===== src/design/atrlc_pkg.sv =====
// ----------------------------------------------------------------------------
// AT response line classifier package
// Shared types, prefix tables and helper functions for the line classifier.
// ----------------------------------------------------------------------------
`default_nettype none

package atrlc_pkg;

	// Default maximum number of bytes held in one line.
	localparam int unsigned LINE_BUFFER_DEPTH_DEF = 256;

	// Width of the line length field on the result channel.
	localparam int unsigned LENGTH_W = 9;

	// Prefix table geometry.
	localparam int unsigned PFX_NUM     = 31;
	localparam int unsigned PFX_MAX_LEN = 19;
	localparam int unsigned PFX_LEN_W   = 5;

	// Line terminators.
	localparam logic [7:0] BYTE_CR = 8'h0D;
	localparam logic [7:0] BYTE_LF = 8'h0A;

	// Class codes given for a finished line.
	typedef enum logic [4:0] {
		CLS_UNKNOWN     = 5'd0,
		CLS_BOOT        = 5'd1,
		CLS_CNUM        = 5'd2,
		CLS_OK          = 5'd3,
		CLS_RSSI        = 5'd4,
		CLS_MODE        = 5'd5,
		CLS_CEND        = 5'd6,
		CLS_CSSI        = 5'd7,
		CLS_ORIG        = 5'd8,
		CLS_CONF        = 5'd9,
		CLS_CONN        = 5'd10,
		CLS_CREG        = 5'd11,
		CLS_COPS        = 5'd12,
		CLS_SRVST       = 5'd13,
		CLS_CSQ         = 5'd14,
		CLS_CPIN        = 5'd15,
		CLS_RING        = 5'd16,
		CLS_CLIP        = 5'd17,
		CLS_ERROR       = 5'd18,
		CLS_CMTI        = 5'd19,
		CLS_CMGR        = 5'd20,
		CLS_CSSU        = 5'd21,
		CLS_BUSY        = 5'd22,
		CLS_NO_DIALTONE = 5'd23,
		CLS_NO_CARRIER  = 5'd24,
		CLS_CMS_ERROR   = 5'd25,
		CLS_SMMEMFULL   = 5'd26,
		CLS_SMS_PROMPT  = 5'd27,
		CLS_CUSD        = 5'd28,
		CLS_CPMS        = 5'd29
	} class_t;

	// Control from the line framer to the prefix matcher.
	typedef struct packed {
		logic absorb;   // take the byte into the line
		logic restart;  // line ended or dropped: every prefix possible again
	} match_ctrl_t;

	// Prefix text, right-justified: the first character sits in the
	// highest occupied byte.
	localparam logic [8*PFX_MAX_LEN-1:0] PFX_TEXT [PFX_NUM] = '{
		"^BOOT:",
		"+CNUM:",
		"ERROR+CNUM:",
		"OK",
		"^RSSI:",
		"^MODE:",
		"^CEND:",
		"+CSSI:",
		"^ORIG:",
		"^CONF:",
		"^CONN:",
		"+CREG:",
		"+COPS:",
		"^SRVST:",
		"+CSQ:",
		"+CPIN:",
		"RING",
		"+CLIP:",
		"ERROR",
		"+CMTI:",
		"+CMGR:",
		"+CSSU:",
		"BUSY",
		"NO DIALTONE",
		"NO CARRIER",
		"COMMAND NOT SUPPORT",
		"+CMS ERROR:",
		"^SMMEMFULL:",
		"> ",
		"+CUSD:",
		"+CPMS:"
	};

	localparam logic [PFX_LEN_W-1:0] PFX_LEN [PFX_NUM] = '{
		5'd6, 5'd6, 5'd11, 5'd2, 5'd6, 5'd6, 5'd6, 5'd6, 5'd6, 5'd6,
		5'd6, 5'd6, 5'd6, 5'd7, 5'd5, 5'd6, 5'd4, 5'd6, 5'd5, 5'd6,
		5'd6, 5'd6, 5'd4, 5'd11, 5'd10, 5'd19, 5'd11, 5'd11, 5'd2, 5'd6,
		5'd6
	};

	localparam class_t PFX_CLASS [PFX_NUM] = '{
		CLS_BOOT, CLS_CNUM, CLS_CNUM, CLS_OK, CLS_RSSI, CLS_MODE, CLS_CEND,
		CLS_CSSI, CLS_ORIG, CLS_CONF, CLS_CONN, CLS_CREG, CLS_COPS, CLS_SRVST,
		CLS_CSQ, CLS_CPIN, CLS_RING, CLS_CLIP, CLS_ERROR, CLS_CMTI, CLS_CMGR,
		CLS_CSSU, CLS_BUSY, CLS_NO_DIALTONE, CLS_NO_CARRIER, CLS_ERROR,
		CLS_CMS_ERROR, CLS_SMMEMFULL, CLS_SMS_PROMPT, CLS_CUSD, CLS_CPMS
	};

	// Character of prefix idx at line position pos; zero past its end.
	function automatic logic [7:0] prefix_char(input int unsigned idx,
		input logic [PFX_LEN_W-1:0] pos);
		logic [8*PFX_MAX_LEN-1:0] text;
		int unsigned              len;
		int unsigned              p;
		text = PFX_TEXT[idx];
		len  = int'(PFX_LEN[idx]);
		p    = int'(pos);
		if (p >= len) begin
			return 8'h00;
		end
		return text[8*(len-1-p) +: 8];
	endfunction

endpackage

`default_nettype wire


===== src/design/atrlc_byte_if.sv =====
// ----------------------------------------------------------------------------
// Receive byte channel
// Valid/ready channel carrying one received modem byte per transaction.
// ----------------------------------------------------------------------------
`default_nettype none

interface atrlc_byte_if;
	logic       valid;
	logic       ready;
	logic [7:0] rx_byte;

	modport source (output valid, output rx_byte, input ready);
	modport sink (input valid, input rx_byte, output ready);
endinterface

`default_nettype wire


===== src/design/atrlc_line_if.sv =====
// ----------------------------------------------------------------------------
// Line result channel
// Valid/ready channel carrying the class and length of one finished line.
// ----------------------------------------------------------------------------
`default_nettype none

interface atrlc_line_if;
	logic                             valid;
	logic                             ready;
	logic [4:0]                       line_class;
	logic [atrlc_pkg::LENGTH_W-1:0]   line_length;

	modport source (output valid, output line_class, output line_length, input ready);
	modport sink (input valid, input line_class, input line_length, output ready);
endinterface

`default_nettype wire


===== src/design/atrlc_prefix_match.sv =====
// ----------------------------------------------------------------------------
// Prefix matcher
// Holds one still-possible flag per prefix, updates all of them in parallel
// for each absorbed byte and gives the class of the line held so far.
// ----------------------------------------------------------------------------
`default_nettype none

module atrlc_prefix_match #(
	parameter int unsigned LINE_BUFFER_DEPTH = atrlc_pkg::LINE_BUFFER_DEPTH_DEF
) (
	input  wire                                       clk,
	input  wire                                       arst_n,
	input  atrlc_pkg::match_ctrl_t                    ctrl,
	input  wire  [7:0]                                rx_byte,
	input  wire  [$clog2(LINE_BUFFER_DEPTH+1)-1:0]    fill_count,
	output atrlc_pkg::class_t                         line_class
);

	localparam int unsigned CNT_W = $clog2(LINE_BUFFER_DEPTH + 1);

	logic [atrlc_pkg::PFX_NUM-1:0] flags_q;
	logic [atrlc_pkg::PFX_NUM-1:0] keep;
	logic [atrlc_pkg::PFX_NUM-1:0] hit;

	// Per prefix: does the byte at this position still agree, and is the
	// line long enough with every byte so far agreeing.
	always_comb begin
		for (int i = 0; i < atrlc_pkg::PFX_NUM; i++) begin
			keep[i] = 1'b1;
			if (fill_count < CNT_W'(atrlc_pkg::PFX_LEN[i])) begin
				keep[i] = (rx_byte == atrlc_pkg::prefix_char(i,
					fill_count[atrlc_pkg::PFX_LEN_W-1:0]));
			end
			hit[i] = flags_q[i] && (fill_count >= CNT_W'(atrlc_pkg::PFX_LEN[i]));
		end
	end

	// Flag register: restart opens every prefix again.
	always_ff @(posedge clk or negedge arst_n) begin
		if (!arst_n) begin
			flags_q <= '1;
		end else if (ctrl.restart) begin
			flags_q <= '1;
		end else if (ctrl.absorb) begin
			flags_q <= flags_q & keep;
		end
	end

	// Priority selection: the lowest numbered matching prefix wins.
	always_comb begin
		line_class = atrlc_pkg::CLS_UNKNOWN;
		for (int i = atrlc_pkg::PFX_NUM - 1; i >= 0; i--) begin
			if (hit[i]) begin
				line_class = atrlc_pkg::PFX_CLASS[i];
			end
		end
	end

endmodule

`default_nettype wire


===== src/design/at_response_line_classifier.sv =====
// ----------------------------------------------------------------------------
// AT response line classifier
// Cuts the modem byte stream into lines and classifies each by its prefix.
// ----------------------------------------------------------------------------
// The block takes one byte per clock cycle and never stalls the byte channel
// unless a result is waiting unaccepted and another byte is already held.
// Each accepted byte is registered, then framed and compared against all 31
// prefixes as it moves on from the input register; the class and length of a
// line are written into the result register as its terminating CR or LF moves
// on. The single compare stage between the input and result registers sets
// the rate of one byte per cycle. Separators between lines give no
// transaction; a byte that arrives on a full line is dropped and the line
// restarts empty without a result.
`default_nettype none

module at_response_line_classifier #(
	parameter int unsigned LINE_BUFFER_DEPTH = atrlc_pkg::LINE_BUFFER_DEPTH_DEF
) (
	input  wire          clk,
	input  wire          arst_n,
	atrlc_byte_if.sink   rx,
	atrlc_line_if.source lines
);

	localparam int unsigned CNT_W = $clog2(LINE_BUFFER_DEPTH + 1);

	// Input register.
	logic       valid_s1;
	logic [7:0] byte_s1;

	// Line framing state.
	logic             in_line_q;
	logic [CNT_W-1:0] fill_count_q;

	// Result register.
	logic                             out_valid_q;
	atrlc_pkg::class_t                class_q;
	logic [atrlc_pkg::LENGTH_W-1:0]   length_q;

	logic                   advance;
	logic                   fire;
	logic                   sep;
	logic                   full;
	logic                   emit;
	atrlc_pkg::match_ctrl_t ctrl;
	atrlc_pkg::class_t      match_class;
	logic [CNT_W+atrlc_pkg::LENGTH_W-1:0] count_ext;

	// Handshake: the held byte moves on whenever the result register is free
	// or being emptied.
	assign advance  = !out_valid_q || lines.ready;
	assign fire     = valid_s1 && advance;
	assign rx.ready = !valid_s1 || advance;

	always_ff @(posedge clk or negedge arst_n) begin
		if (!arst_n) begin
			valid_s1 <= 1'b0;
		end else if (rx.ready) begin
			valid_s1 <= rx.valid;
		end
	end

	always_ff @(posedge clk) begin
		if (rx.ready && rx.valid) begin
			byte_s1 <= rx.rx_byte;
		end
	end

	// Framing decisions for the held byte.
	always_comb begin
		sep          = (byte_s1 == atrlc_pkg::BYTE_CR) || (byte_s1 == atrlc_pkg::BYTE_LF);
		full         = (fill_count_q == CNT_W'(LINE_BUFFER_DEPTH));
		emit         = fire && !full && in_line_q && sep;
		ctrl.absorb  = fire && !full && !sep;
		ctrl.restart = fire && (full || emit);
	end

	always_ff @(posedge clk or negedge arst_n) begin
		if (!arst_n) begin
			in_line_q    <= 1'b0;
			fill_count_q <= '0;
		end else begin
			if (ctrl.restart) begin
				fill_count_q <= '0;
			end else if (ctrl.absorb) begin
				fill_count_q <= fill_count_q + CNT_W'(1);
			end
			if (ctrl.absorb) begin
				in_line_q <= 1'b1;
			end else if (emit) begin
				in_line_q <= 1'b0;
			end
		end
	end

	atrlc_prefix_match #(
		.LINE_BUFFER_DEPTH (LINE_BUFFER_DEPTH)
	) u_match (
		.clk        (clk),
		.arst_n     (arst_n),
		.ctrl       (ctrl),
		.rx_byte    (byte_s1),
		.fill_count (fill_count_q),
		.line_class (match_class)
	);

	// The line length is reported modulo 2**LENGTH_W, the range of the length field.
	assign count_ext = {{atrlc_pkg::LENGTH_W{1'b0}}, fill_count_q};

	// Result register.
	always_ff @(posedge clk or negedge arst_n) begin
		if (!arst_n) begin
			out_valid_q <= 1'b0;
		end else if (advance) begin
			out_valid_q <= emit;
		end
	end

	always_ff @(posedge clk) begin
		if (emit) begin
			class_q  <= match_class;
			length_q <= count_ext[atrlc_pkg::LENGTH_W-1:0];
		end
	end

	assign lines.valid       = out_valid_q;
	assign lines.line_class  = class_q;
	assign lines.line_length = length_q;

endmodule

`default_nettype wire


===== src/flat_wrapper.sv =====
// flat-port wrapper written by rule: the top's interface ports become plain ports
module at_response_line_classifier_flat 
#(
	parameter int unsigned LINE_BUFFER_DEPTH = atrlc_pkg::LINE_BUFFER_DEPTH_DEF
)
  (clk, arst_n, rx_valid, rx_rx_byte, rx_ready, lines_valid, lines_line_class, lines_line_length, lines_ready);
  atrlc_byte_if rx_i ();
  atrlc_line_if lines_i ();
  input  wire clk;
  input  wire arst_n;
  input wire logic [$bits(rx_i.valid)-1:0] rx_valid;
  input wire logic [$bits(rx_i.rx_byte)-1:0] rx_rx_byte;
  output wire logic [$bits(rx_i.ready)-1:0] rx_ready;
  output wire logic [$bits(lines_i.valid)-1:0] lines_valid;
  output wire logic [$bits(lines_i.line_class)-1:0] lines_line_class;
  output wire logic [$bits(lines_i.line_length)-1:0] lines_line_length;
  input wire logic [$bits(lines_i.ready)-1:0] lines_ready;
  assign rx_i.valid = rx_valid;
  assign rx_i.rx_byte = rx_rx_byte;
  assign rx_ready = rx_i.ready;
  assign lines_valid = lines_i.valid;
  assign lines_line_class = lines_i.line_class;
  assign lines_line_length = lines_i.line_length;
  assign lines_i.ready = lines_ready;
  at_response_line_classifier #(.LINE_BUFFER_DEPTH(LINE_BUFFER_DEPTH)) u_core (.clk(clk), .arst_n(arst_n), .rx(rx_i), .lines(lines_i));
endmodule

===== config.mk =====
export PLATFORM = sky130hd
export DESIGN_NAME = at_response_line_classifier_flat
export DESIGN_NICKNAME = d
export VERILOG_FILES = /design/src/design/atrlc_pkg.sv /design/src/design/atrlc_byte_if.sv /design/src/design/atrlc_line_if.sv /design/src/design/atrlc_prefix_match.sv /design/src/design/at_response_line_classifier.sv /design/src/flat_wrapper.sv
export SDC_FILE = /design/constraint.sdc
export NUM_CORES = 1
export LEC_CHECK = 0
export ABC_AREA = 1
export BUFFER_PORTS_ARGS = -buffer_cell sky130_fd_sc_hd__buf_2
export CORE_MARGIN = 5
export CORE_UTILIZATION = 40
export CTS_CLUSTER_SIZE = 16
export DETAILED_ROUTE_END_ITERATION = 6
export SYNTH_ARGS = -nofsm -noshare
export SYNTH_HDL_FRONTEND = slang
export SYNTH_HIERARCHICAL = 1
export SYNTH_SLANG_ARGS = --single-unit

===== constraint.sdc =====
create_clock -name clk -period 5.7 [get_ports clk]
set_clock_uncertainty 0.2 [all_clocks]
set_input_delay 0.855 -clock clk [delete_from_list [all_inputs] [get_ports clk]]
set_output_delay 0.855 -clock clk [all_outputs]
set_load 0.05 [all_outputs]

### Yosys cells after proc, flatten, opt, wreduce, memory -nomap -nowiden

Cells that the tools add are included.

* register bits after elaboration: 65
* input bits: 12
* output and inout port bits: 16
* logic and storage cells: 314

* $add $sub $neg: 9
* magnitude comparators: 24
* eq/ne operators: 34
* shift operators: 31
* multiplexer cells: 153
* bitwise gates (word level): 1
* reductions and logical operators: 51

Operator list (number)
* 152-bit by 33-bit variable part select with 8-bit output (first input constant): 31
* 8-bit two-way mux: 70
* 8-bit == test: 31
* 5-bit two-way mux: 15
* 31-bit two-way mux: 2
* 1-bit two-way mux: 49
* 1-bit logical AND: 38
* 9-bit by 3-bit >= comparator with 1-bit output (second input constant): 4
* 9-bit by 3-bit < comparator with 1-bit output (second input constant): 4
* 4-bit two-way mux: 8
* 31-bit bitwise AND: 1
* 5-bit by 3-bit >= comparator with 1-bit output (second input constant): 4
* 9-bit by 4-bit >= comparator with 1-bit output (second input constant): 2
* 9-bit by 4-bit < comparator with 1-bit output (second input constant): 2
* 9-bit two-way mux: 2
* 3-bit by 5-bit subtractor with 6-bit output (first input constant): 3
* 8-bit by 4-bit == test with 1-bit output (second input constant): 2
* 16-bit OR reduction: 1
* 3-bit two-way mux: 4
* 4-bit by 5-bit subtractor with 6-bit output (first input constant): 2
* 5-bit by 4-bit >= comparator with 1-bit output (second input constant): 2
* 9-bit by 1-bit adder with 9-bit output (second input constant): 1
* 9-bit == test (second input constant): 1
* 9-bit by 2-bit >= comparator with 1-bit output (second input constant): 1
* other kinds (14): 23

### Longest topological paths before layout

* word-level depth: 32
* gate-level depth with buffers: 30

### Cells and area by module

Netlist, hierarchy kept.

By module, submodules not included
* atrlc_prefix_match: instances 1, cells each 939, area each 5716.7 µm², seq. area each 814.5 µm²
* at_response_line_classifier: instances 1, cells each 149, area each 1501.4 µm², seq. area each 960.9 µm²

### Worst setup path after synthesis

No wires, ideal clock.

* kind: reg-to-reg
* start: register u_core.fill_count_q[0]
* end: register u_core/u_match/flags_q[18] in the netlist's numbering
* library setup time: 63 ps
* data arrival time: 2849 ps
* path slack: 2588 ps
* cell stages (with the launch flop): 17
* buffers on the path: 3
* period minus slack after synthesis: 3112 ps
* path through: dfrtp_1 -> buf_6 -> inv_6 -> clkbuf_1 -> ha_1 -> clkbuf_1 -> nor2_1 -> inv_1 -> nor2_1 -> nand3_1 -> o21ai_0 -> a31oi_1 -> a2111oi_0 -> o2111ai_1 -> nand2_1 -> nand2_1 -> nand2_1

* cells in the longest elaborated chain, start to end: 10
* elaborated cells between the ends (all ways): 22
* those cells by class: 1 x add/sub; 2 x order compare; 2 x eq/ne; 1 x shift; 7 x mux; 1 x bitwise; 8 x reduce/logical

RTL lines
* start: declaration: line at_response_line_classifier.sv:33 `logic [CNT_W-1:0] fill_count_q;`
* start signal: assignment: line at_response_line_classifier.sv:86 `fill_count_q <= fill_count_q + CNT_W'(1);`
* parallel branches: the longest is 10 deep, another holds 3-bit by 5-bit subtractor with 6-bit output
* end signal: assignment: line atrlc_prefix_match.sv:45 `flags_q <= flags_q & keep;`
* end: declaration: line atrlc_prefix_match.sv:21 `logic [atrlc_pkg::PFX_NUM-1:0] flags_q;`

Parallel ways; which one is timed is not known. The select of a mux whose other input is x is not followed.
A chain may end at the register's enable or synchronous reset.

### Worst setup path after layout

* start: register u_core.fill_count_q[1]
* end: register u_core/u_match/flags_q[12] in the netlist's numbering

The elaborated chain is that of the path after synthesis.

==> flow_summary.html <==
<table>
<tr><th>Metric</th><th>Value</th></tr>
<tr><th colspan="2">GRT</th></tr>
<tr><td>Vias in the first global route</td><td>6956</td></tr>
<tr><td>Overall global routing resource usage</td><td>0.2274</td></tr>
<tr><td>Initial antenna violation count</td><td>0</td></tr>
<tr><td>Leftover overflow at the end of global routing</td><td>0</td></tr>
<tr><td>Maximum number of pins on one net before global-route repair</td><td>44</td></tr>
<tr><td>Global-route wire length before repair</td><td>37310 µm</td></tr>
<tr><th colspan="2">Logic synthesis</th></tr>
<tr><td>Top cells by area, synth</td><td>sky130_fd_sc_hd__nand2_1, sky130_fd_sc_hd__dfstp_2, sky130_fd_sc_hd__xor2_1</td></tr>
<tr><td>Fraction of registers with async set or reset after synthesis</td><td>0.6615</td></tr>
<tr><td>Post-Syn Nets</td><td>around 1.1k</td></tr>
<tr><td>Count of flip-flops with a built-in enable after synthesis</td><td>22</td></tr>
<tr><td>Main synth FF type</td><td>sky130_fd_sc_hd__dfstp_2</td></tr>
<tr><td>Average size of a mapped cell</td><td>6.634 µm²</td></tr>
<tr><td>Proportion of synthesized chip area in sequential cells</td><td>0.2460</td></tr>
<tr><td>Number of register bits inferred by synthesis</td><td>65</td></tr>
<tr><td>Syn Inst Count</td><td>1088</td></tr>
<tr><td>Most instantiated library cell after synthesis</td><td>sky130_fd_sc_hd__nand2_1</td></tr>
<tr><td>Post-synthesis cell type count</td><td>62</td></tr>
<tr><td>Post-synthesis instance area</td><td>between 7000 and 8000 µm²</td></tr>
<tr><td>Post-synth top area share</td><td>0.1440</td></tr>
<tr><td>Yosys warning total</td><td>6</td></tr>
<tr><td>Cell accounting for the most synthesized area</td><td>sky130_fd_sc_hd__nand2_1</td></tr>
<tr><td>Most numerous cell types in the synthesized netlist</td><td>sky130_fd_sc_hd__nand2_1, sky130_fd_sc_hd__inv_1, sky130_fd_sc_hd__nor2_1</td></tr>
<tr><th colspan="2">Floorplan</th></tr>
<tr><td>Boundary pin count</td><td>28</td></tr>
<tr><td>Area of the core</td><td>approximately 18000 µm²</td></tr>
<tr><td>Total Die Area</td><td>20830 µm²</td></tr>
<tr><td>Die width</td><td>144.3 µm</td></tr>
<tr><td>Overall die height</td><td>144.3 µm</td></tr>
<tr><td>Number of rows in the core area</td><td>slightly below 50</td></tr>
<tr><td>Initial Utilization</td><td>0.4046</td></tr>
<tr><th colspan="2">Hold path</th></tr>
<tr><td>Start point of the worst hold path</td><td>u_core/u_match/flags_q[14]</td></tr>
<tr><td>Number of cells on the worst hold path</td><td>2</td></tr>
<tr><td>Worst-case hold path end point</td><td>u_core/u_match/flags_q[14]</td></tr>
<tr><td>Type of the tightest min-delay check</td><td>reg2reg</td></tr>
<tr><th colspan="2">Critical path</th></tr>
<tr><td>Critical path class</td><td>reg2reg</td></tr>
<tr><td>Register-to-register path setup slack</td><td>between 1000 and 1500 ps</td></tr>
<tr><td>Worst Path Max Fanout</td><td>22</td></tr>
<tr><td>Required time of the worst setup path</td><td>between 5000 and 6000 ps</td></tr>
<tr><td>Signal arrival time at the worst endpoint</td><td>4340 ps</td></tr>
<tr><td>Worst R2R Path Depth</td><td>12</td></tr>
<tr><td>Startpoint of the most critical register-to-register path</td><td>u_core/fill_count_q[1]</td></tr>
<tr><td>Kind of capture point of the worst setup path</td><td>register</td></tr>
<tr><td>Destination of the worst register-to-register timing path</td><td>u_core/u_match/flags_q[12]</td></tr>
<tr><td>Type of element launching the critical path</td><td>register</td></tr>
<tr><th colspan="2">Layout</th></tr>
<tr><td>Fill cell instance count of the final layout</td><td>1865</td></tr>
<tr><td>Cell Count, Final, Fillers Out</td><td>1330</td></tr>
<tr><td>Share of final-layout standard cells stronger than drive strength 1</td><td>0.1599</td></tr>
<tr><td>Net total in the final layout</td><td>1124</td></tr>
<tr><td>Syn-to-layout area delta</td><td>8.147%</td></tr>
<tr><td>Utilization after layout</td><td>0.4375</td></tr>
<tr><td>Number of antenna diodes</td><td>0</td></tr>
<tr><th colspan="2">Power and ir drop</th></tr>
<tr><td>Int Pwr</td><td>roughly 0.0014 W</td></tr>
<tr><td>Fraction of power spent switching nets</td><td>0.5369</td></tr>
<tr><td>Share of total power in combinational logic</td><td>0.584</td></tr>
<tr><td>Power spent charging and discharging nets</td><td>0.001620 W</td></tr>
<tr><td>Largest voltage drop on the vdd net</td><td>~220 µV</td></tr>
<tr><td>Clk pwr share</td><td>0.179</td></tr>
<tr><td>Share of total power in sequential cells</td><td>0.237</td></tr>
<tr><td>Power per unit of standard cell area</td><td>roughly 390 nW/µm²</td></tr>
<tr><td>Leakage</td><td>about 3.5 nW</td></tr>
<tr><th colspan="2">Detailed routing</th></tr>
<tr><td>Pre-antenna DRT Iters</td><td>5</td></tr>
<tr><td>Post-DRT Antenna Nets</td><td>0</td></tr>
<tr><td>Drt wl/cell</td><td>17.44 µm</td></tr>
<tr><td>Post-route DRC</td><td>0</td></tr>
<tr><td>Via total after detailed routing</td><td>between 7k and 8k</td></tr>
<tr><td>Number of design-rule violations left by the first detailed-router iteration</td><td>563</td></tr>
<tr><td>DRT Wirelength</td><td>23200 µm</td></tr>
<tr><td>Via count normalized by instance count</td><td>approximately 5.5</td></tr>
<tr><th colspan="2">STA</th></tr>
<tr><td>Final Hold Vio Count</td><td>0</td></tr>
<tr><td>RSZ-0062 raised after global routing</td><td>false</td></tr>
<tr><td>Max-slew headroom</td><td>0.2760</td></tr>
<tr><td>Pins Over Slew Limit</td><td>0</td></tr>
<tr><td>Worst-case setup margin in the final layout</td><td>1425 ps</td></tr>
<tr><td>Final cycle utilization of the critical path</td><td>0.7500</td></tr>
<tr><td>Final Hold Slack</td><td>263.8 ps</td></tr>
<tr><td>Post-route minimum period</td><td>4275 ps</td></tr>
<tr><td>Post-Route Setup TNS</td><td>0 ps</td></tr>
<tr><td>Max Clk Rate</td><td>233.9 MHz</td></tr>
<tr><td>Transition time at the pin with the least slew margin</td><td>1085 ps</td></tr>
<tr><td>Setup violation total in the final timing report</td><td>0</td></tr>
<tr><th colspan="2">CTS</th></tr>
<tr><td>CTS Buffer Depth</td><td>2</td></tr>
<tr><td>Number of hold buffers added after CTS</td><td>0</td></tr>
<tr><td>Post-CTS Setup Bufs</td><td>0</td></tr>
<tr><td>Cts repair resizes</td><td>0</td></tr>
<tr><td>Number of sinks on the clock net</td><td>65</td></tr>
<tr><td>Total CTS buffers</td><td>9</td></tr>
<tr><td>Clock tree from TritonCTS</td><td>yes</td></tr>
<tr><td>Root Buffer Master</td><td>sky130_fd_sc_hd__clkbuf_16</td></tr>
<tr><td>Worst-path clk slew</td><td>60 ps</td></tr>
<tr><td>Insertion delay of the later-clocked pin in the worst-skew pair</td><td>340 ps</td></tr>
<tr><td>H-tree depth</td><td>3</td></tr>
<tr><th colspan="2">Flow run</th></tr>
<tr><td>Total of max-cap violations</td><td>0</td></tr>
<tr><th colspan="2">Placed design</th></tr>
<tr><td>Inst Count DP</td><td>~1.3k</td></tr>
<tr><td>GPL Wtd Cong</td><td>1.020</td></tr>
<tr><td>Number of port buffers</td><td>27</td></tr>
<tr><td>Place WS</td><td>1480 ps</td></tr>
<tr><td>HPWL reported at the end of detailed placement</td><td>17300 µm</td></tr>
<tr><th colspan="2">Status</th></tr>
<tr><td>Result of the run</td><td>complete, no violations</td></tr>
</table>
per-stage QoR:
| stage | power (W) | instance area [µm²] |
|---|---|---|
| after CTS | 0.002987 | 7806 |
| final | 0.003016 | 7806 |
| after global routing | 0.003250 | 7806 |
| after global placement | 0.002445 | 7516 |
| after detailed placement | 0.002435 | 7516 |
| after floorplan | 0.002026 | 7218 |
kinds of logic after synthesis:
family / count (synthesis) / synth area share
flip-flops: 65 / 0.2460
XOR/XNOR: 81 / 0.09828
AO/OA/AOI/OAI: 177 / 0.1522
multiplexers: 2 / 0.002774
buffers and inverters: 177 / 0.1012
adder cells (fa/ha/maj): 16 / 0.02773
AND/OR/NAND/NOR: 570 / 0.3718
layout make-up:
class,count,area [µm²],share of cell area
clock buffers,11,252.7,0.03238
multi-input cells,846,4712,0.6036
flip-flops and latches,65,1775,0.2274
clock inverters,5,37.54,0.004808
well taps,229,286.5,0.03670
inverters,137,531.8,0.06812
repair buffers,37,210.2,0.02693
sequential cells by signal, summed over array words and instances (netlist names):
name and count:
u_core/valid_s1 1, u_core/lines.line_class 5, u_core/lines.line_length 9, u_core/in_line_q 1
u_core/u_match/flags_q 31, u_core/lines.valid 1, u_core/fill_count_q 9, u_core/byte_s1 8
worst max-delay path, cell delays in order (launching register included):
cell and delay, ps:
sky130_fd_sc_hd__dfrtp_1 900, sky130_fd_sc_hd__inv_1 370, sky130_fd_sc_hd__ha_1 730, sky130_fd_sc_hd__inv_1 380, sky130_fd_sc_hd__nor2_8 330, sky130_fd_sc_hd__nor2_4 100
sky130_fd_sc_hd__inv_2 200, sky130_fd_sc_hd__nand2_1 100, sky130_fd_sc_hd__xor2_1 250, sky130_fd_sc_hd__nand4_1 130, sky130_fd_sc_hd__nor4_1 280, sky130_fd_sc_hd__o21ai_0 120
sky130_fd_sc_hd__nand2_1 80
per-layer routing:
metal	track usage	part of all wire	vias to the layer above	wire, µm
li1	-	-	3577	-
met1	0.3080	0.44	3403	10270
met2	0.3709	0.47	282	10810
met3	0.03472	0.062	39	1440
met4	0.07707	0.029	0	679
met5	0	0	-	0
worst max path at each step:
stage                                 startpoint  cells past startpoint                         end  slack [ps]
after global placement    u_core/fill_count_q[1]                     14  u_core/u_match/flags_q[10]        1620
final                     u_core/fill_count_q[1]                     12  u_core/u_match/flags_q[12]        1430
after floorplan           u_core/fill_count_q[0]                     16  u_core/u_match/flags_q[18]        2590
after detailed placement  u_core/fill_count_q[1]                     14  u_core/u_match/flags_q[10]        1480
after CTS                 u_core/fill_count_q[1]                     14  u_core/u_match/flags_q[10]        1470
after global routing      u_core/fill_count_q[1]                     14   u_core/u_match/flags_q[9]        1060
layout by cell type (no fill, tap or decap), drive strengths merged, types with 4 or more instances in the layout:
cell,synthesis,final
edfxtp,22,22
nor2,141,141
inv,132,134
xor2,81,81
o31ai,7,7
nand4,21,21
ha,16,16
o21ai,85,85
dfrtp,12,12
nor3b,4,4
clkinv,5,6
nand3,63,63
nor4,10,10
nor3,34,34
dfstp,31,31
nand2,292,292
o2111ai,7,7
clkbuf,25,11
o211ai,10,10
a31oi,5,5
buf,15,37
a21oi,43,43
power groups by stage:
stage | sequential, W | combinational [W] | clock, W
after floorplan | 0.000672 | 0.00135 | 0
after detailed placement | 0.000723 | 0.00171 | 0
after global routing | 0.000729 | 0.00194 | 0.000579
final | 0.000716 | 0.00176 | 0.000540
after global placement | 0.000721 | 0.00172 | 0
after CTS | 0.000715 | 0.00172 | 0.000551
Power figures use the tool's default switching activity.
